File: src/rtl/kpf_pkg.sv
package kpf_pkg;

	localparam int unsigned IN_DATA_W  = 32;
	localparam int unsigned IN_USER_W  = 2;
	localparam int unsigned OUT_DATA_W = 8;
	localparam int unsigned OUT_USER_W = 1;
	localparam int unsigned FIFO_DEPTH = 4;
	localparam int unsigned FIFO_AW    = $clog2(FIFO_DEPTH);
	localparam int unsigned MAX_PADS   = 16;

	// register indexes on the configuration channel
	localparam logic [2:0] REG_PAD_COUNT   = 3'd0;
	localparam logic [2:0] REG_PAD_CHAR    = 3'd1;
	localparam logic [2:0] REG_START_CHAR  = 3'd2;
	localparam logic [2:0] REG_EOL_CHAR    = 3'd3;
	localparam logic [2:0] REG_PARITY_MODE = 3'd4;
	localparam logic [2:0] REG_CHECK_TYPE  = 3'd5;

	localparam logic [2:0] PAR_NONE  = 3'd0;
	localparam logic [2:0] PAR_MARK  = 3'd1;
	localparam logic [2:0] PAR_SPACE = 3'd2;
	localparam logic [2:0] PAR_ODD   = 3'd3;
	localparam logic [2:0] PAR_EVEN  = 3'd4;

	localparam logic [1:0] CHK_UNSET = 2'd0;
	localparam logic [1:0] CHK_SUM6  = 2'd1;
	localparam logic [1:0] CHK_SUM12 = 2'd2;
	localparam logic [1:0] CHK_CRC   = 2'd3;

	localparam logic [7:0] CHAR_BIAS = 8'd32;

	typedef struct packed {
		logic [4:0] pad_count;
		logic [7:0] pad_char;
		logic [7:0] start_char;
		logic [7:0] eol_char;
		logic [2:0] parity_mode;
		logic [1:0] check_type;
	} cfg_t;

	typedef struct packed {
		logic [6:0] pkt_kind;
		logic [5:0] seq_num;
		logic [6:0] data_len;
		logic [7:0] data_byte;
		logic       has_byte;
		logic       first;
		logic       last;
	} item_t;

	function automatic logic [7:0] kpf_parity(input logic [7:0] c, input logic [2:0] mode);
		logic p;
		p = ^c[6:0];
		case (mode)
			PAR_MARK:  return {1'b1, c[6:0]};
			PAR_SPACE: return {1'b0, c[6:0]};
			PAR_ODD:   return {~p, c[6:0]};
			PAR_EVEN:  return {p, c[6:0]};
			default:   return c;
		endcase
	endfunction

	// one nibble step, factor 010201 octal
	function automatic logic [15:0] kpf_crc_nib(input logic [15:0] crc, input logic [3:0] nib);
		logic [3:0] q;
		q = crc[3:0] ^ nib;
		return (crc >> 4) ^ {q, 1'b0, q, 3'b000, q};
	endfunction

	function automatic logic [15:0] kpf_crc_byte(input logic [15:0] crc, input logic [7:0] v);
		logic [15:0] c1;
		c1 = kpf_crc_nib(crc, v[3:0]);
		return kpf_crc_nib(c1, v[7:4]);
	endfunction

endpackage

File: src/rtl/kermit_packet_framer_unit.sv
// channel   dir   handshake                 payload
// s_axis    in    s_axis_tvalid/tready      tdata: kind, seq, len, byte; tuser: has, first; tlast
// m_axis    out   m_axis_tvalid/tready      tdata: line byte; tuser: eol flag; tlast: end of run
// cfg       in    cfg_valid/cfg_ready       cfg_addr: register index; cfg_data: value
//
// One line byte per cycle from the back sequencer through the output register, while a word is
// queued and m_axis_tready does not stall the output. The bytes a word yields: pads + 4 for first,
// 1 for a data byte, check chars + pads + 1 for last; a word with no flag set is dropped with no output.
// A four-entry queue sits between front and back; each side stalls on its own.
// Reset clears configuration to defaults and both running checks to zero.
module kermit_packet_framer_unit (
	input  logic                           clk,
	input  logic                           arst_n,
	input  logic                           s_axis_tvalid,
	output logic                           s_axis_tready,
	// pkt_kind[6:0], seq_num[12:7], data_len[19:13], data_byte[27:20], zero fill
	input  logic [kpf_pkg::IN_DATA_W-1:0]  s_axis_tdata,
	// has_byte[0], first[1]
	input  logic [kpf_pkg::IN_USER_W-1:0]  s_axis_tuser,
	input  logic                           s_axis_tlast,
	output logic                           m_axis_tvalid,
	input  logic                           m_axis_tready,
	// out_byte[7:0]
	output logic [kpf_pkg::OUT_DATA_W-1:0] m_axis_tdata,
	// packet_done[0]
	output logic [kpf_pkg::OUT_USER_W-1:0] m_axis_tuser,
	output logic                           m_axis_tlast,
	input  logic                           cfg_valid,
	output logic                           cfg_ready,
	input  logic [2:0]                     cfg_addr,
	input  logic [7:0]                     cfg_data
);
	import kpf_pkg::*;

	cfg_t  cfg_q;
	item_t head;
	logic  head_valid;
	logic  pop;

	assign cfg_ready = 1'b1;

	always_ff @(posedge clk or negedge arst_n) begin
		if (!arst_n) begin
			cfg_q.pad_count   <= '0;
			cfg_q.pad_char    <= '0;
			cfg_q.start_char  <= 8'd1;
			cfg_q.eol_char    <= 8'd13;
			cfg_q.parity_mode <= PAR_NONE;
			cfg_q.check_type  <= CHK_SUM6;
		end else if (cfg_valid && cfg_ready) begin
			case (cfg_addr)
				REG_PAD_COUNT:   cfg_q.pad_count   <= cfg_data[4:0];
				REG_PAD_CHAR:    cfg_q.pad_char    <= cfg_data;
				REG_START_CHAR:  cfg_q.start_char  <= cfg_data;
				REG_EOL_CHAR:    cfg_q.eol_char    <= cfg_data;
				REG_PARITY_MODE: cfg_q.parity_mode <= cfg_data[2:0];
				REG_CHECK_TYPE:  cfg_q.check_type  <= cfg_data[1:0];
				default: ;
			endcase
		end
	end

	kpf_front u_front (
		.clk           (clk),
		.arst_n        (arst_n),
		.s_axis_tvalid (s_axis_tvalid),
		.s_axis_tready (s_axis_tready),
		.s_axis_tdata  (s_axis_tdata),
		.s_axis_tuser  (s_axis_tuser),
		.s_axis_tlast  (s_axis_tlast),
		.head          (head),
		.head_valid    (head_valid),
		.pop           (pop)
	);

	kpf_back u_back (
		.clk           (clk),
		.arst_n        (arst_n),
		.cfg           (cfg_q),
		.head          (head),
		.head_valid    (head_valid),
		.pop           (pop),
		.m_axis_tvalid (m_axis_tvalid),
		.m_axis_tready (m_axis_tready),
		.m_axis_tdata  (m_axis_tdata),
		.m_axis_tuser  (m_axis_tuser),
		.m_axis_tlast  (m_axis_tlast)
	);

`ifndef SYNTHESIS
	a_eol_ends_run: assert property (@(posedge clk) disable iff (!arst_n)
		m_axis_tvalid && m_axis_tuser[0] |-> m_axis_tlast)
		else $error("eol word without end of run");

	a_pop_needs_head: assert property (@(posedge clk) disable iff (!arst_n)
		pop |-> head_valid)
		else $error("queue popped while empty");

	a_full_blocks: assert property (@(posedge clk) disable iff (!arst_n)
		!s_axis_tready && !pop |=> !s_axis_tready)
		else $error("queue space appeared without a pop");
`endif

endmodule

File: src/rtl/kpf_front.sv
module kpf_front (
	input  logic                          clk,
	input  logic                          arst_n,
	input  logic                          s_axis_tvalid,
	output logic                          s_axis_tready,
	// pkt_kind[6:0], seq_num[12:7], data_len[19:13], data_byte[27:20], zero fill
	input  logic [kpf_pkg::IN_DATA_W-1:0] s_axis_tdata,
	// has_byte[0], first[1]
	input  logic [kpf_pkg::IN_USER_W-1:0] s_axis_tuser,
	input  logic                          s_axis_tlast,
	output kpf_pkg::item_t                head,
	output logic                          head_valid,
	input  logic                          pop
);
	import kpf_pkg::*;

	item_t              mem_q [FIFO_DEPTH];
	logic [FIFO_AW-1:0] wr_q;
	logic [FIFO_AW-1:0] rd_q;
	logic [FIFO_AW:0]   count_q;
	item_t              in_item;
	logic               push;
	logic               take;

	always_comb begin
		in_item.pkt_kind  = s_axis_tdata[6:0];
		in_item.seq_num   = s_axis_tdata[12:7];
		in_item.data_len  = s_axis_tdata[19:13];
		in_item.data_byte = s_axis_tdata[27:20];
		in_item.has_byte  = s_axis_tuser[0];
		in_item.first     = s_axis_tuser[1];
		in_item.last      = s_axis_tlast;
	end

	assign s_axis_tready = (count_q != (FIFO_AW+1)'(FIFO_DEPTH));
	assign push          = s_axis_tvalid && s_axis_tready;
	assign head_valid    = (count_q != '0);
	assign take          = pop && head_valid;
	assign head          = mem_q[rd_q];

	always_ff @(posedge clk) begin
		if (push) begin
			mem_q[wr_q] <= in_item;
		end
	end

	always_ff @(posedge clk or negedge arst_n) begin
		if (!arst_n) begin
			wr_q    <= '0;
			rd_q    <= '0;
			count_q <= '0;
		end else begin
			if (push) begin
				wr_q <= wr_q + 1'b1;
			end
			if (take) begin
				rd_q <= rd_q + 1'b1;
			end
			if (push && !take) begin
				count_q <= count_q + 1'b1;
			end else if (take && !push) begin
				count_q <= count_q - 1'b1;
			end
		end
	end

endmodule

File: src/rtl/kpf_back.sv
module kpf_back (
	input  logic                           clk,
	input  logic                           arst_n,
	input  kpf_pkg::cfg_t                  cfg,
	input  kpf_pkg::item_t                 head,
	input  logic                           head_valid,
	output logic                           pop,
	output logic                           m_axis_tvalid,
	input  logic                           m_axis_tready,
	// out_byte[7:0]
	output logic [kpf_pkg::OUT_DATA_W-1:0] m_axis_tdata,
	// packet_done[0]
	output logic [kpf_pkg::OUT_USER_W-1:0] m_axis_tuser,
	output logic                           m_axis_tlast
);
	import kpf_pkg::*;

	typedef enum logic [3:0] {
		PH_PAD0  = 4'd0,
		PH_START = 4'd1,
		PH_LEN   = 4'd2,
		PH_SEQ   = 4'd3,
		PH_KIND  = 4'd4,
		PH_DATA  = 4'd5,
		PH_CHK   = 4'd6,
		PH_PAD1  = 4'd7,
		PH_EOL   = 4'd8,
		PH_NONE  = 4'd9
	} phase_t;

	localparam int unsigned NPH = 9;

	phase_t      ph_q;
	logic        busy_q;
	logic [3:0]  cnt_q;
	logic [15:0] sum_q;
	logic [15:0] crc_q;
	logic        out_valid_q;
	logic [7:0]  out_byte_q;
	logic        out_last_q;
	logic        out_done_q;

	logic [4:0]     pads;
	logic [1:0]     ct;
	logic [NPH-1:0] app;
	phase_t         fst;
	phase_t         cur_ph;
	phase_t         nxt;
	logic [3:0]     cur_cnt;
	logic [4:0]     lim;
	logic           ph_end;
	logic           out_free;
	logic           emit;
	logic           run_end;
	logic [5:0]     chk6;
	logic [7:0]     raw;
	logic [7:0]     b;
	logic [7:0]     v;
	logic           par_on;
	logic           checked;

	always_comb begin
		pads = (cfg.pad_count > 5'(MAX_PADS)) ? 5'(MAX_PADS) : cfg.pad_count;
		ct   = (cfg.check_type == CHK_UNSET) ? CHK_SUM6 : cfg.check_type;

		app           = '0;
		app[PH_PAD0]  = head.first && (pads != '0);
		app[PH_START] = head.first;
		app[PH_LEN]   = head.first;
		app[PH_SEQ]   = head.first;
		app[PH_KIND]  = head.first;
		app[PH_DATA]  = head.has_byte;
		app[PH_CHK]   = head.last;
		app[PH_PAD1]  = head.last && (pads != '0);
		app[PH_EOL]   = head.last;

		fst = PH_NONE;
		for (int k = NPH - 1; k >= 0; k--) begin
			if (app[k]) begin
				fst = phase_t'(4'(k));
			end
		end

		cur_ph  = busy_q ? ph_q : fst;
		cur_cnt = busy_q ? cnt_q : '0;

		nxt = PH_NONE;
		for (int k = NPH - 1; k >= 0; k--) begin
			if (app[k] && (k > int'(cur_ph))) begin
				nxt = phase_t'(4'(k));
			end
		end

		case (cur_ph)
			PH_PAD0, PH_PAD1: lim = pads;
			PH_CHK:           lim = {3'b000, ct};
			default:          lim = 5'd1;
		endcase
		ph_end  = (({1'b0, cur_cnt} + 5'd1) == lim);
		run_end = ph_end && (nxt == PH_NONE);

		out_free = !out_valid_q || m_axis_tready;
		emit     = head_valid && (cur_ph != PH_NONE) && out_free;
		pop      = head_valid && ((cur_ph == PH_NONE) || (out_free && run_end));

		chk6 = sum_q[5:0];
		case (ct)
			CHK_SUM12: chk6 = (cur_cnt == 4'd0) ? sum_q[11:6] : sum_q[5:0];
			CHK_CRC: begin
				case (cur_cnt)
					4'd0:    chk6 = {2'b00, crc_q[15:12]};
					4'd1:    chk6 = crc_q[11:6];
					default: chk6 = crc_q[5:0];
				endcase
			end
			default:   chk6 = sum_q[5:0] + {4'b0000, sum_q[7:6]};
		endcase

		case (cur_ph)
			PH_PAD0, PH_PAD1: raw = cfg.pad_char;
			PH_START:         raw = cfg.start_char;
			PH_LEN:           raw = {1'b0, head.data_len} + {6'b0, ct} + 8'd2 + CHAR_BIAS;
			PH_SEQ:           raw = {2'b00, head.seq_num} + CHAR_BIAS;
			PH_KIND:          raw = {1'b0, head.pkt_kind};
			PH_DATA:          raw = head.data_byte;
			PH_CHK:           raw = {2'b00, chk6} + CHAR_BIAS;
			PH_EOL:           raw = cfg.eol_char;
			default:          raw = '0;
		endcase

		b       = kpf_parity(raw, cfg.parity_mode);
		par_on  = cfg.parity_mode inside {[PAR_MARK:PAR_EVEN]};
		v       = par_on ? {1'b0, b[6:0]} : b;
		checked = cur_ph inside {PH_LEN, PH_SEQ, PH_KIND, PH_DATA};
	end

	always_ff @(posedge clk or negedge arst_n) begin
		if (!arst_n) begin
			ph_q        <= PH_NONE;
			busy_q      <= 1'b0;
			cnt_q       <= '0;
			sum_q       <= '0;
			crc_q       <= '0;
			out_valid_q <= 1'b0;
			out_byte_q  <= '0;
			out_last_q  <= 1'b0;
			out_done_q  <= 1'b0;
		end else begin
			if (out_free) begin
				out_valid_q <= emit;
			end
			if (emit) begin
				out_byte_q <= b;
				out_last_q <= run_end;
				out_done_q <= (cur_ph == PH_EOL);
				if (ph_end) begin
					cnt_q <= '0;
					if (nxt == PH_NONE) begin
						busy_q <= 1'b0;
					end else begin
						busy_q <= 1'b1;
						ph_q   <= nxt;
					end
				end else begin
					busy_q <= 1'b1;
					ph_q   <= cur_ph;
					cnt_q  <= cur_cnt + 4'd1;
				end
				if (cur_ph == PH_LEN) begin
					sum_q <= {8'b0, v};
					crc_q <= kpf_crc_byte('0, v);
				end else if (checked) begin
					sum_q <= sum_q + {8'b0, v};
					crc_q <= kpf_crc_byte(crc_q, v);
				end
			end
		end
	end

	assign m_axis_tvalid   = out_valid_q;
	assign m_axis_tdata    = out_byte_q;
	assign m_axis_tlast    = out_last_q;
	assign m_axis_tuser[0] = out_done_q;

endmodule

File: config.mk
export PLATFORM = sky130hd
export DESIGN_NAME = kermit_packet_framer_unit
export DESIGN_NICKNAME = d
export VERILOG_FILES = /design/src/rtl/kpf_pkg.sv /design/src/rtl/kermit_packet_framer_unit.sv /design/src/rtl/kpf_front.sv /design/src/rtl/kpf_back.sv
export SDC_FILE = /design/constraint.sdc
export NUM_CORES = 1
export LEC_CHECK = 0
export BUFFER_PORTS_ARGS = -buffer_cell sky130_fd_sc_hd__buf_2
export CAP_MARGIN = 10
export CORE_AREA = 2 2 168 170
export DETAILED_ROUTE_END_ITERATION = 10
export DIE_AREA = 0 0 170 172
export GPL_TIMING_DRIVEN = 0
export SLEW_MARGIN = 40
export SYNTH_ARGS = -nofsm -noshare
export SYNTH_HDL_FRONTEND = slang
export SYNTH_SLANG_ARGS = --single-unit
File: constraint.sdc
create_clock -name clk -period 13.1 [get_ports clk]
set_clock_uncertainty 0.2 [all_clocks]
set_input_delay 0.655 -clock clk [delete_from_list [all_inputs] [get_ports clk]]
set_output_delay 0.655 -clock clk [all_outputs]
set_load 0.01 [all_outputs]
Word-level counts from Yosys, hierarchy flattened
Memories as Yosys holds them, arrays and structs flattened.
Cells that the tools add are included.
{ "classes": {"n_addsub": 13, "eq_ne": 26, "mux": 37, "bitwise": 7, "magnitude_cmp": 11, "n_reduce_logical": 44} }
{ "ops": {"columns": ["operator", "count"], "rows": [
  ["4-bit two-way mux", 17],
  ["16-bit two-way mux", 4],
  ["8-bit case mux with 8 select lines", 1],
  ["12-bit by 16-bit XOR with 16-bit output", 3],
  ["8-bit case mux with 4 select lines", 1],
  ["6-bit case mux with 2 select lines", 2],
  ["1-bit logical AND", 20],
  ["16-bit by 8-bit adder with 16-bit output", 1],
  ["4-bit by 3-bit equality test with 1-bit output (second input constant)", 4],
  ["3-bit by 4-bit > comparator with 1-bit output (first input constant)", 4],
  ["2-bit AND reduction", 8],
  ["6-bit by 6-bit adder with 7-bit output (second input constant)", 2],
  ["3-bit by 2-bit equality test with 1-bit output (second input constant)", 4],
  ["4-bit equality test (second input constant)", 3],
  ["4-bit XOR", 3],
  ["5-bit case mux with 2 select lines", 1],
  ["3-bit equality test (second input constant)", 3],
  ["7-bit by 2-bit adder with 8-bit output", 1],
  ["8-bit by 2-bit adder with 8-bit output (second input constant)", 1],
  ["8-bit by 6-bit adder with 8-bit output (second input constant)", 1],
  ["4-bit by 1-bit equality test with 1-bit output (second input constant)", 2],
  ["4-bit by 2-bit equality test with 1-bit output (second input constant)", 2],
  ["2-bit by 4-bit > comparator with 1-bit output (first input constant)", 2],
  ["4-bit logical NOT", 2],
  ["34 further kinds", 46]
]} }
{ "word_totals": {"ff_bits": 93, "n_memories": 1, "out_inout_bits": 13, "elab_cells": 157, "ramBits": 124} }
{ "mem_list": {"columns": ["name", "words", "width", "read_ports", "rd_clocked_by_memory_dff", "write_ports", "line", "text"], "rows": [
  ["u_front.mem_q", 4, 31, 1, 0, 1, "kpf_front.sv:17", "item_t mem_q [FIFO_DEPTH];"]
]} }

Longest topological paths before layout
Gate-level depths: netlist (run 1).
{ "logic_depth": {"word_depth": 29, "depth_mapped": 27} }

Hierarchy
A second synthesis (run 1) with hierarchy kept.
{ "hier_totals": {"hier_cells": 805, "area_unflattened_um2": 10844.2} }
{ "modules_own_cells": {"columns": ["module", "instances", "cells_each", "area_per_inst_um2", "seq_area_each_um2"], "rows": [
  ["kpf_front", 1, 197, 4931.0, 3898.7],
  ["kpf_back", 1, 530, 4560.6, 1203.7],
  ["kermit_packet_framer_unit", 1, 78, 1352.5, 857.1]
]} }

Least setup slack after synthesis (run 1)
Ideal clock, no wire load.
{ "synth_path": {"path_type": "reg-to-reg", "from": "register u_front.rd_q[0]", "to": "register u_back.sum_q[11]", "path_buffers": 4, "setup_slack_ns": 7.561, "stages_incl_launch_ff": 26, "t_arrival_ns": 5.208, "t_required_ns": 12.769, "synth_period_minus_slack_ns": 5.539, "path_cell_list": "dfrtp_1 > buf_6 > buf_2 > buf_2 > buf_2 > mux4_2 > inv_1 > ha_1 > inv_1 > ha_1 > a221oi_1 > nor2_1 > a2111oi_4 > inv_1 > ha_1 > a21o_1 > a21o_1 > a21o_1 > a21oi_1 > nor2b_1 > o21a_1 > o21ai_0 > a211oi_1 > nand3_1 > xor2_1 > nor2_1"} }
{ "synth_via": {"elab_cells_between_ends": 37, "classes_between": "add/sub: 5; eq/ne: 9; mux: 11; bitwise: 1; reduce/logical: 10; memory: 1"} }
{ "synth_rtl": {"columns": ["item", "line", "text"], "rows": [
  ["start: declaration", "kpf_front.sv:19", "logic [FIFO_AW-1:0] rd_q;"],
  ["start signal: assignment", "kpf_front.sv:57", "rd_q <= rd_q + 1'b1;"],
  ["memory read 4 x 31 bit (*)", null, null],
  ["parallel branches: the longest is 9 deep, another holds 7-bit by 2-bit adder with 8-bit output", null, null],
  ["8-bit case mux with 8 select lines (*)", "kpf_back.sv:119", "case (cur_ph)"],
  ["8-bit case mux with 4 select lines (*)", "kpf_pkg.sv:54", "case (mode)"],
  ["via u_back.b[1]", "kpf_back.sv:57", "logic [7:0] b;"],
  ["8-bit two-way mux (*)", "kpf_back.sv:133", "v = par_on ? {1'b0, b[6:0]} : b;"],
  ["16-bit by 8-bit adder with 16-bit output (*)", "kpf_back.sv:173", "sum_q <= sum_q + {8'b0, v};"],
  ["16-bit two-way mux (*)", "kpf_back.sv:172", "end else if (checked) begin"],
  ["16-bit two-way mux (*)", "kpf_back.sv:169", "if (cur_ph == PH_LEN) begin"],
  ["end signal: assignment", "kpf_back.sv:170", "sum_q <= {8'b0, v};"],
  ["end signal: assignment", "kpf_back.sv:173", null],
  ["end: declaration", "kpf_back.sv:36", "logic [15:0] sum_q;"]
]} }
Mark *: on every way through the listed nets, which the timed path passes. The select of a mux whose other input is x is not followed.
A chain may end at the register's enable or synchronous reset.

Final worst setup path (run 1)
{ "layout_path": {"from": "register u_front.rd_q[0]", "to": "register u_back.sum_q[10]"} }
The elaborated chain is that of the path after synthesis.

==> metrics, run 1 <==
final setup fails 0; Storage cell area 0.00596 mm²; Post-Route M1 WL 12.4 mm; Max Fclk ~150 MHz; worst skew pair latency ~0.53 ns; Max Slew Vio Count 0; max layer used met4; Via Count between 7000 and 8000; cts bufs inserted 23; FF-to-FF path depth 27; Core Region approximately 0.027 mm²; drt total wl ~27 mm; Final min period 6.64 ns; Cell Area, Synth approximately 0.011 mm²; worst-margin pin slew 0.863 ns; Avg WL per Cell ~21 µm; # IOs between 60 and 70; status finished clean; grt ovf 0; Critical Path Sink Type flop; Mapped Avg Cell Area 12.8 µm²; CP max stage delay ~0.6 ns; Hold Crit Class in -> reg; Mapped Nets between 900 and 1000; Synth warnings 0; gpl congestion between 0.9 and 1; Clock Tree Buf Depth 3; Slowest-stage cell, CP a211oi_2; DP HPWL about 20 mm; leading cell type in the layout, fill and taps excluded edfxtp_1; CTS H-tree depth 1; crit-path max FO 10; multi-input logic area roughly 0.0046 mm²; overall global routing resource usage a little under a fifth; post-synth cell types between 80 and 90; area grow syn2layout 15.5%; met2 WL post-DR around 12 mm; Vias/cell roughly 5.5; Detail Route met3 WL roughly 1.5 mm; Die H 172 µm; Port Buffers 58; chip width around 170 µm; CTS tree built; Critical Path RT roughly 13 ns; setup TNS 0 ns; fill count approximately 2500; CTS hold repair buffers 1; antenna violations before repair 2; post_cts resized 0; die area about 0.029 mm²; Critical Path End u_back.sum_q[10]$_DFFE_PN0P_; largest net degree at the start of global routing between 70 and 80; Starting Density 39.5%; vias in the first global route 7082; Cells after Synth 845; Crit Reg-Reg Startpoint u_front.rd_q[0]$_DFFE_PN0P_; RSZ-0062 raised after global routing false; CP Class reg -> reg; clk slew on worst S/H paths about 0.06 ns; root buffer cell clkbuf_16; Post-synth EDFFs roughly 120; Worst slew margin between 40% and 50%; Residual DRC 0; Tcrit/Tclk final 50.7%; startpoint types flop; commonest cells after routing, fill and taps aside 124 x edfxtp_1, 85 x nand2_1, 82 x dfrtp_1, 63 x buf_2, 45 x xnor2_1; CP Launch Point u_front.rd_q[0]$_DFFE_PN0P_; Final Hold Viols 0; worst reg2reg endpoint u_back.sum_q[10]$_DFFE_PN0P_; first-pass GRT wire length between 40 and 50 mm; arrival time at the worst endpoint roughly 6.8 ns; share of cells above drive strength 1 23.0%; Post-synth ARST share 41.8%; register area share after synthesis ~55%; R2R Setup Slk 6.46 ns; Final ANT Viol Nets 0; post-CTS setup buffer count 0; clk sinks 213; Rows 61; Post-layout nets around 1000; number of max-cap violations 0; DR pass1 iterations 8; FF+latch count, synth 213; ys flop type edfxtp_1; detailed router's first-iteration violation count around 720
-- area by class of cell --
type | count | share of cell area, %
Multi-Input combinational cell | 566 | 36.9
Timing Repair Buffer | 65 | 3.63
Inverter | 26 | 0.779
Antenna cell | 2 | 0.0399
Clock inverter | 11 | 1.16
Buffer | 40 | 1.53
Clock buffer | 30 | 4.96
Tap cell | 346 | 3.46
Sequential cell | 213 | 47.6
-- sequential cells by signal, indices dropped and copies added (netlist names) --
name and flops:
u_front.mem_q 124, cfg_q 34, u_back.crc_q 16, u_back.sum_q 12, u_back.m_axis_tdata 8, u_back.cnt_q 4
u_back.ph_q 4, u_front.count_q 3, u_front.rd_q 2, u_front.wr_q 2, u_back.busy_q 1, u_back.m_axis_tlast 1
u_back.m_axis_tuser 1, u_back.m_axis_tvalid 1
-- cells by family (layout without fill, tap and decap cells) --
group	Yosys count	after routing	share of synthesized area (%)
AO/OA/AOI/OAI	176	176	11.9
buffers and inverters	66	172	2.67
multiplexers	79	79	11.5
adder cells (fa/ha/maj)	28	28	3.51
flip-flops	213	213	55.0
AND/OR/NAND/NOR	214	214	9.80
XOR/XNOR	68	68	5.70
other	1	3	0.0346
-- worst min path at each step --
| stage | startpoint | to | slack [ns] | depth (start not counted) |
|---|---|---|---|---|
| 3_3_place_gp | u_back.m_axis_tdata[0]$_DFFE_PN0P_ | u_back.m_axis_tdata[0]$_DFFE_PN0P_ | 0.26 | 2 |
| 2_1_floorplan | arst_n | cfg_q[10]$_DFFE_PN0P_ | 0.16 | 0 |
| 6_report | s_axis_tdata[15] | u_front.mem_q[0][13]$_DFFE_PP_ | 0.14 | 1 |
| 5_1_grt | s_axis_tdata[15] | u_front.mem_q[2][13]$_DFFE_PP_ | 0.13 | 1 |
| 3_5_place_dp | u_back.m_axis_tdata[4]$_DFFE_PN0P_ | u_back.m_axis_tdata[4]$_DFFE_PN0P_ | 0.26 | 2 |
| 4_1_cts | s_axis_tdata[15] | u_front.mem_q[0][13]$_DFFE_PP_ | 0.12 | 1 |
-- metal layers --
layer  vias to the layer above  GRT usage (%)
li1                       3351              -
met1                      3537           26.6
met2                       223           29.9
met3                        57           3.04
met4                         0           6.61
met5                         -              0
-- critical path: cells and delay by family (launching register included) --
family                     cells  cell delay [ns]
AOI/OAI and AO/OA              9             1.93
buffers and inverters          7             1.59
adders and majority gates      4             1.12
muxes                          1             0.54
and+or+nand+nor                4             0.39
xor gates and xnor gates       2             0.36
DFF                            1             0.34
-- synthesized netlist by cell type, types with 5 or more instances --
cell      count  share of area, %
nand2_1      85               2.9
inv_1        26              0.90
and2_1        7              0.40
dfrtp_1      82                19
a22oi_1       7              0.48
a21oi_1      28               1.3
and3_1       13              0.75
a211oi_1      6              0.42
nor2b_1       5              0.29
buf_2         6              0.28
nor3_1        6              0.28
xor2_1       20               1.6
mux2i_1       9              0.83
a32oi_1       6              0.48
a221oi_1      7              0.57
o31ai_1       8              0.55
a21o_1       12              0.83
dfstp_2       7               1.7
mux2_2       38               3.9
edfxtp_1    124                34
nand2b_1      9              0.52
mux4_2       31               6.4
ha_1         24               2.8
nand3_1      20              0.92
clkbuf_1     26              0.90
nor2_1       43               1.5
o21ai_0      40               1.8
xnor2_1      45               3.6
-- through the flow --
| step | cell area (µm²) | std cells | hold slack, ns | util (%) | worst slack [ns] |
|---|---|---|---|---|---|
| 5_1_grt | 12500 | 1297 | 0.131 | 45.6 | 5.97 |
| 2_1_floorplan | 10800 | 845 | 0.159 | - | 7.56 |
| 6_report | 12500 | 1299 | 0.142 | 45.6 | 6.46 |
| 3_5_place_dp | 11700 | 1254 | 0.261 | 42.7 | 6.38 |
| 3_3_place_gp | 11600 | 1249 | 0.261 | 42.1 | 6.48 |
| 4_1_cts | 12500 | 1296 | 0.122 | 45.6 | 6.35 |
Power of run 1 is not shown: default switching activity piles up to over one toggle a cycle in this logic, so the estimate is an artifact.
==> run 2, diff against run 1 <==
Settings changed: ABC_AREA from default to 1, CORE_AREA 2 2 168 170 to 2 2 171 173, DIE_AREA 0 0 170 172 to 0 0 173 175.
Clock period 13.1 ns to 6.6 ns, I/O delays scaled along.
==> run 2 against run 1 <==
  * Setup slack worse by 5.8 ns
  * Critical path depth is 3 higher
  * Flip-flop and latch count stayed put
  * Die area is 3.5% higher
  * Core utilization is 1.8 points higher
  * Design area is 7.4% higher
  * Synthesized cell count is 44% higher
  * Critical endpoint unchanged
  * Largest cell class unchanged
  * Highest routed layer unchanged
==> metrics, run 2 <==
Max Slew Vio Count 0 (unchanged); crit-path max FO 10 (unchanged); post_cts resized 0 (unchanged); area grow syn2layout 19.6%; max FFs per register 124 (unchanged); post-CTS setup buffer count 0 (unchanged); Worst slew margin 59.7% (+18 points); # IOs 64 (unchanged); Die H 175 µm (+1.7%); ys flop type edfxtp_1; Clock Tree Buf Depth 3 (unchanged); worst skew pair latency 0.55 ns (+0.02 ns); status finished clean; share of cells above drive strength 1 14.7% (-8.3 points); Cell Area, Synth 0.0113 mm² (+3.8%); die area 0.0303 mm² (+3.5%); Vias/cell 5.04 (-8.6%); FF+latch count, synth 213 (unchanged); Tcrit/Tclk final 90.8% (+40 points); CTS hold repair buffers 45 (+44); first-pass GRT wire length 47.0 mm (+12%); top-area cell type share of the netlist area 33.1% (-1.3 points); cell taking the most area after synthesis edfxtp_1; post-synth cell types 60 (-30%); main area contributors after synthesis edfxtp_1 33%, dfrtp_1 18%, nand2_1 9.0%; worst-margin pin slew 0.603 ns (-0.260 ns); Critical Path RT 6.81 ns (-6.47 ns); vias in the first global route 8795 (+24%); Post-layout nets 1427 (+41%); final setup fails 0 (unchanged); Mapped Avg Cell Area 9.28 µm² (-28%); antenna violations before repair 0 (-2); Hold Crit Class in -> async; Post-synth EDFFs 124 (unchanged); Port Buffers 58 (unchanged); CP most frequent cell nand2_1; RSZ-0062 raised after global routing false; number of max-cap violations 0 (unchanged); setup TNS 0 ns (unchanged); Min Hold Slack 0.0243 ns (-0.117 ns); chip width 173 µm (+1.8%); CTS H-tree depth 1 (unchanged); adder-cell share of the synthesized area 3.38% (-0.13 points); gpl congestion 0.939 (+0.95%); Core Region 0.0284 mm² (+3.3%); CP delay by family, top buffers and inverters; detailed router's first-iteration violation count 661 (-8.3%); Avg WL per Cell 17.0 µm (-19%); overall global routing resource usage 19.7% (+0.77 points); Starting Density 39.6% (+0.18 points); Slowest-stage cell, CP ha_1; XOR/XNOR Fraction of Synth Area 3.53% (-2.2 points); Final Hold Viols 0 (unchanged); Post-Synth Simple-Gate Area 23.0% (+13 points); Rows 62 (+1.6%); Residual DRC 0 (unchanged); number of diodes 0 (-2); cts bufs inserted 24 (+4.3%); Post-synth ARST share 41.8% (unchanged); Critical Path Sink Type flop; Max Fclk 167 MHz (+11%); crit path buf inv count 8 (+1); Largest regs u_front.mem_q: 124 flops, cfg_q: 34 flops, u_back.crc_q: 16 flops; clk sinks 213 (unchanged); commonest cells after routing, fill and taps aside 269 x nand2_1, 126 x o21ai_0, 124 x edfxtp_1, 110 x nor2_1, 107 x inv_1; root buffer cell clkbuf_16; CP Class reg -> reg; CTS tree built; arrival time at the worst endpoint 6.20 ns (-0.62 ns); R2R Setup Slk 0.61 ns (-5.85 ns); Cells after Synth 1213 (+44%); leading cell type by number of instances after synthesis nand2_1; DP HPWL 22.0 mm (+11%); Synth warnings 0 (unchanged); register area share after synthesis 52.9% (-2.0 points); Via Count 8822 (+23%); clk slew on worst S/H paths 0.06 ns (about the same); DR pass1 iterations 5 (-3); CP max stage delay 0.42 ns (-0.19 ns); largest net degree at the start of global routing 72 (+1.4%); grt ovf 0 (unchanged); Final ANT Viol Nets 0 (unchanged); Final min period 5.99 ns (-0.650 ns); startpoint types flop; Mapped Nets 1292 (+40%); leading cell type in the layout, fill and taps excluded nand2_1; drt total wl 29.7 mm (+9.1%); Most flops, register u_front.mem_q; combinational family with the most area after synthesis simple AND/OR/NAND/NOR gates; post-synthesis mux area share 0.0889% (-11 points); top post-synthesis cells by count 269 x nand2_1, 126 x o21ai_0, 124 x edfxtp_1; Compound-Gate Fraction of Synth Area 11.1% (-0.76 points)
## run 2: worst paths after layout
check | from | end | cells after the start
min | arst_n | u_back.cnt_q[3]$_DFFE_PN0P_ | 2
max reg2reg | u_front.rd_q[0]$_DFFE_PN0P_ | u_back.sum_q[10]$_DFFE_PN0P_ | 30
max | u_front.rd_q[0]$_DFFE_PN0P_ | u_back.sum_q[10]$_DFFE_PN0P_ | 30
max in group asynchronous | arst_n | u_front.rd_q[1]$_DFFE_PN0P_ | 3
min reg2reg | u_back.m_axis_tdata[6]$_DFFE_PN0P_ | u_back.m_axis_tdata[6]$_DFFE_PN0P_ | 2
min in group clk | cfg_addr[0] | cfg_q[0]$_DFFE_PN1P_ | 5
## run 2: cell type report
| type | count | area (µm²) |
|---|---|---|
| Fill cell | 2687 | 14900 |
| Sequential cell | 213 | 5960 |
| Multi-Input combinational cell | 842 | 4660 |
| Timing Repair Buffer | 109 | 891 |
| Clock buffer | 29 | 629 |
| Tap cell | 384 | 480 |
| Inverter | 119 | 452 |
| Buffer | 39 | 215 |
| Clock inverter | 14 | 175 |
## run 2: worst register-to-register path, delay by kind of cell (launching register included)
family	cells	cell delay, ns
AO/OA/AOI/OAI	6	0.97
buffers and inverters	8	1.50
adder cells (fa/ha/maj)	4	1.31
AND/OR/NAND/NOR	11	1.33
flip-flops	1	0.39
XOR/XNOR	1	0.17
## run 2: per-stage QoR
step / utilization, % / instances / setup WS (ns) / area (µm²)
5_1_grt: 47.4 / 1749 / 0.0952 / 13500
3_3_place_gp: 42.4 / 1655 / 0.707 / 12000
2_1_floorplan: - / 1213 / 1.68 / 11300
6_report: 47.4 / 1749 / 0.608 / 13500
4_1_cts: 47.4 / 1749 / 0.615 / 13500
3_5_place_dp: 43.0 / 1661 / 0.664 / 12200
## run 2: logic make-up after synthesis
family | Yosys count
and+or+nand+nor | 553
AOI/OAI and AO/OA | 223
DFF | 213
buffers and inverters | 158
xor gates and xnor gates | 36
adders and majority gates | 28
other | 1
muxes | 1
## run 2: per-layer routing
| metal | vias to the layer above | share of wire (%) | GRT usage, % |
|---|---|---|---|
| li1 | 4363 | - | - |
| met5 | - | 0 | 0 |
| met3 | 56 | 4.4 | 2.59 |
| met1 | 4197 | 44 | 25.2 |
| met4 | 0 | 2.8 | 5.54 |
| met2 | 206 | 49 | 34.9 |
Power of run 2 is left out for the same reason.
==> run 3, diff against run 2 <==
Settings changed: CTS_BUF_LIST from default to sky130_fd_sc_hd__clkbuf_8.
==> run 3 against run 2 <==
  * Flip-flop and latch count unchanged
  * Wire length up 1.1%
  * Clock-buffer cell count up 12
  * Critical endpoint unchanged
  * Non-clock buffer count up 2
  * Global-route usage up 0.25 points
  * First-iteration DRC count down 5.1%
  * Critical path depth unchanged
  * Maximum frequency down 0.59%
==> metrics, run 3 (synthesis gave the netlist of run 2 again) <==
Residual DRC 0 (unchanged); post_cts resized 0 (unchanged); Vias/cell 5.05 (about the same); vias in the first global route 8913 (+1.3%); DR pass1 iterations 5 (unchanged); RSZ-0062 raised after global routing false; first-pass GRT wire length 47.5 mm (+0.96%); root buffer cell clkbuf_8; Tcrit/Tclk final 91.3% (+0.54 points); CP max stage delay 0.42 ns (about the same); Slowest-stage cell, CP ha_1; Critical Path Sink Type flop; startpoint types flop; CTS hold repair buffers 47 (+4.4%); overall global routing resource usage 19.9% (+0.25 points); Core Region 0.0284 mm² (unchanged); Port Buffers 58 (unchanged); clk slew on worst S/H paths 0.06 ns (about the same); Max Fclk 166 MHz (-0.59%); CTS H-tree depth 2 (+1); Starting Density 39.6% (unchanged); Avg WL per Cell 16.9 µm (-0.52%); antenna violations before repair 0 (unchanged); commonest cells after routing, fill and taps aside 269 x nand2_1, 126 x o21ai_0, 124 x edfxtp_1, 117 x inv_1, 110 x nor2_1; share of cells above drive strength 1 15.6% (+0.91 points); Worst slew margin 54.6% (-5.1 points); leading cell type in the layout, fill and taps excluded nand2_1; post-CTS setup buffer count 0 (unchanged); Largest regs u_front.mem_q: 124 flops, cfg_q: 34 flops, u_back.crc_q: 16 flops; worst-margin pin slew 0.679 ns (+0.0763 ns); Post-layout nets 1444 (+1.2%); fin util 47.3% (-0.079 points); Hold Crit Class in -> reg; setup TNS 0 ns (unchanged); Critical Path RT 6.81 ns (about the same); Final ANT Viol Nets 0 (unchanged); Rows 62 (unchanged); die area 0.0303 mm² (unchanged); arrival time at the worst endpoint 6.24 ns (+0.04 ns); CP most frequent cell nand2_1; largest net degree at the start of global routing 72 (unchanged); CTS tree built; DP HPWL 22.0 mm (unchanged); Die H 175 µm (unchanged); worst skew pair latency 0.56 ns (about the same); max FFs per register 124 (unchanged); Max Slew Vio Count 0 (unchanged); Final min period 6.03 ns (+0.0356 ns); detailed router's first-iteration violation count 627 (-5.1%); gpl congestion 0.939 (unchanged); number of max-cap violations 0 (unchanged); Most flops, register u_front.mem_q; grt ovf 0 (unchanged); clk sinks 213 (unchanged); CP Class reg -> reg; final setup fails 0 (unchanged); status finished clean; area grow syn2layout 19.4%; drt total wl 30.0 mm (+1.1%); # IOs 64 (unchanged); number of diodes 0 (unchanged); Final Hold Viols 0 (unchanged); Via Count 8976 (+1.7%); Clock Tree Buf Depth 3 (unchanged); crit-path max FO 10 (unchanged); cts bufs inserted 39 (+63%); chip width 173 µm (unchanged)
-- run 3: cell types whose count changed in the layout (fill, tap and decap cells not counted), sizes merged --
cell         delta
clkinv          +2
dlygate4sd3     +2
bufinv          -1
inv            +13
clkinvlp        +1
clkbuf         +12
-- run 3: worst paths after layout --
path	from	end	slack [ns]	cells after the start
setup / recovery	u_front.rd_q[0]$_DFFE_PN0P_	u_back.sum_q[10]$_DFFE_PN0P_	0.57	30
max in group asynchronous	arst_n	u_back.m_axis_tvalid$_DFFE_PN0P_	4.41	4
hold / removal	s_axis_tvalid	u_front.wr_q[0]$_DFFE_PN0P_	0.19	3
hold reg to reg	u_back.m_axis_tdata[7]$_DFFE_PN0P_	u_back.m_axis_tdata[7]$_DFFE_PN0P_	0.28	2
setup reg to reg	u_front.rd_q[0]$_DFFE_PN0P_	u_back.sum_q[10]$_DFFE_PN0P_	0.57	30
min in group asynchronous	arst_n	u_back.busy_q$_DFFE_PN0P_	0.52	3
-- run 3: through the flow --
step                      std cells  worst slack (ns)  area, µm²  hold slack, ns
after detailed placement       1661             0.664      12200         -0.0289
after global routing           1778            0.0859      13400           0.214
after CTS                      1778             0.626      13400           0.181
after floorplan                1213              1.68      11300          -0.166
after global placement         1655             0.707      12000           0.261
final                          1778             0.573      13400           0.191
-- run 3: final cells by class --
class / instances / area (µm²)
Buffer: 39 / 215
Multi-Input combinational cell: 842 / 4660
Fill cell: 2702 / 15000
Sequential cell: 213 / 5960
Clock inverter: 29 / 198
Clock buffer: 41 / 564
Tap cell: 384 / 480
Inverter: 119 / 452
Timing Repair Buffer: 111 / 911
-- run 3: layer usage --
metal | up-vias | GRT usage [%] | routed length [µm]
met4 | 0 | 5.61 | 702
met2 | 237 | 35.4 | 14700
li1 | 4410 | - | -
met5 | - | 0 | 0
met1 | 4276 | 25.0 | 13100
met3 | 53 | 3.50 | 1520
-- run 3: worst max-delay path: cells and delay by family (launching register included) --
kind            cells  cell delay (ns)
buf+inv             8             1.51
fa+ha+maj           4             1.31
simple gates       11             1.34
compound gates      6             0.98
xor+xnor            1             0.17
flops               1             0.39
Power of run 3 is left out for the same reason.
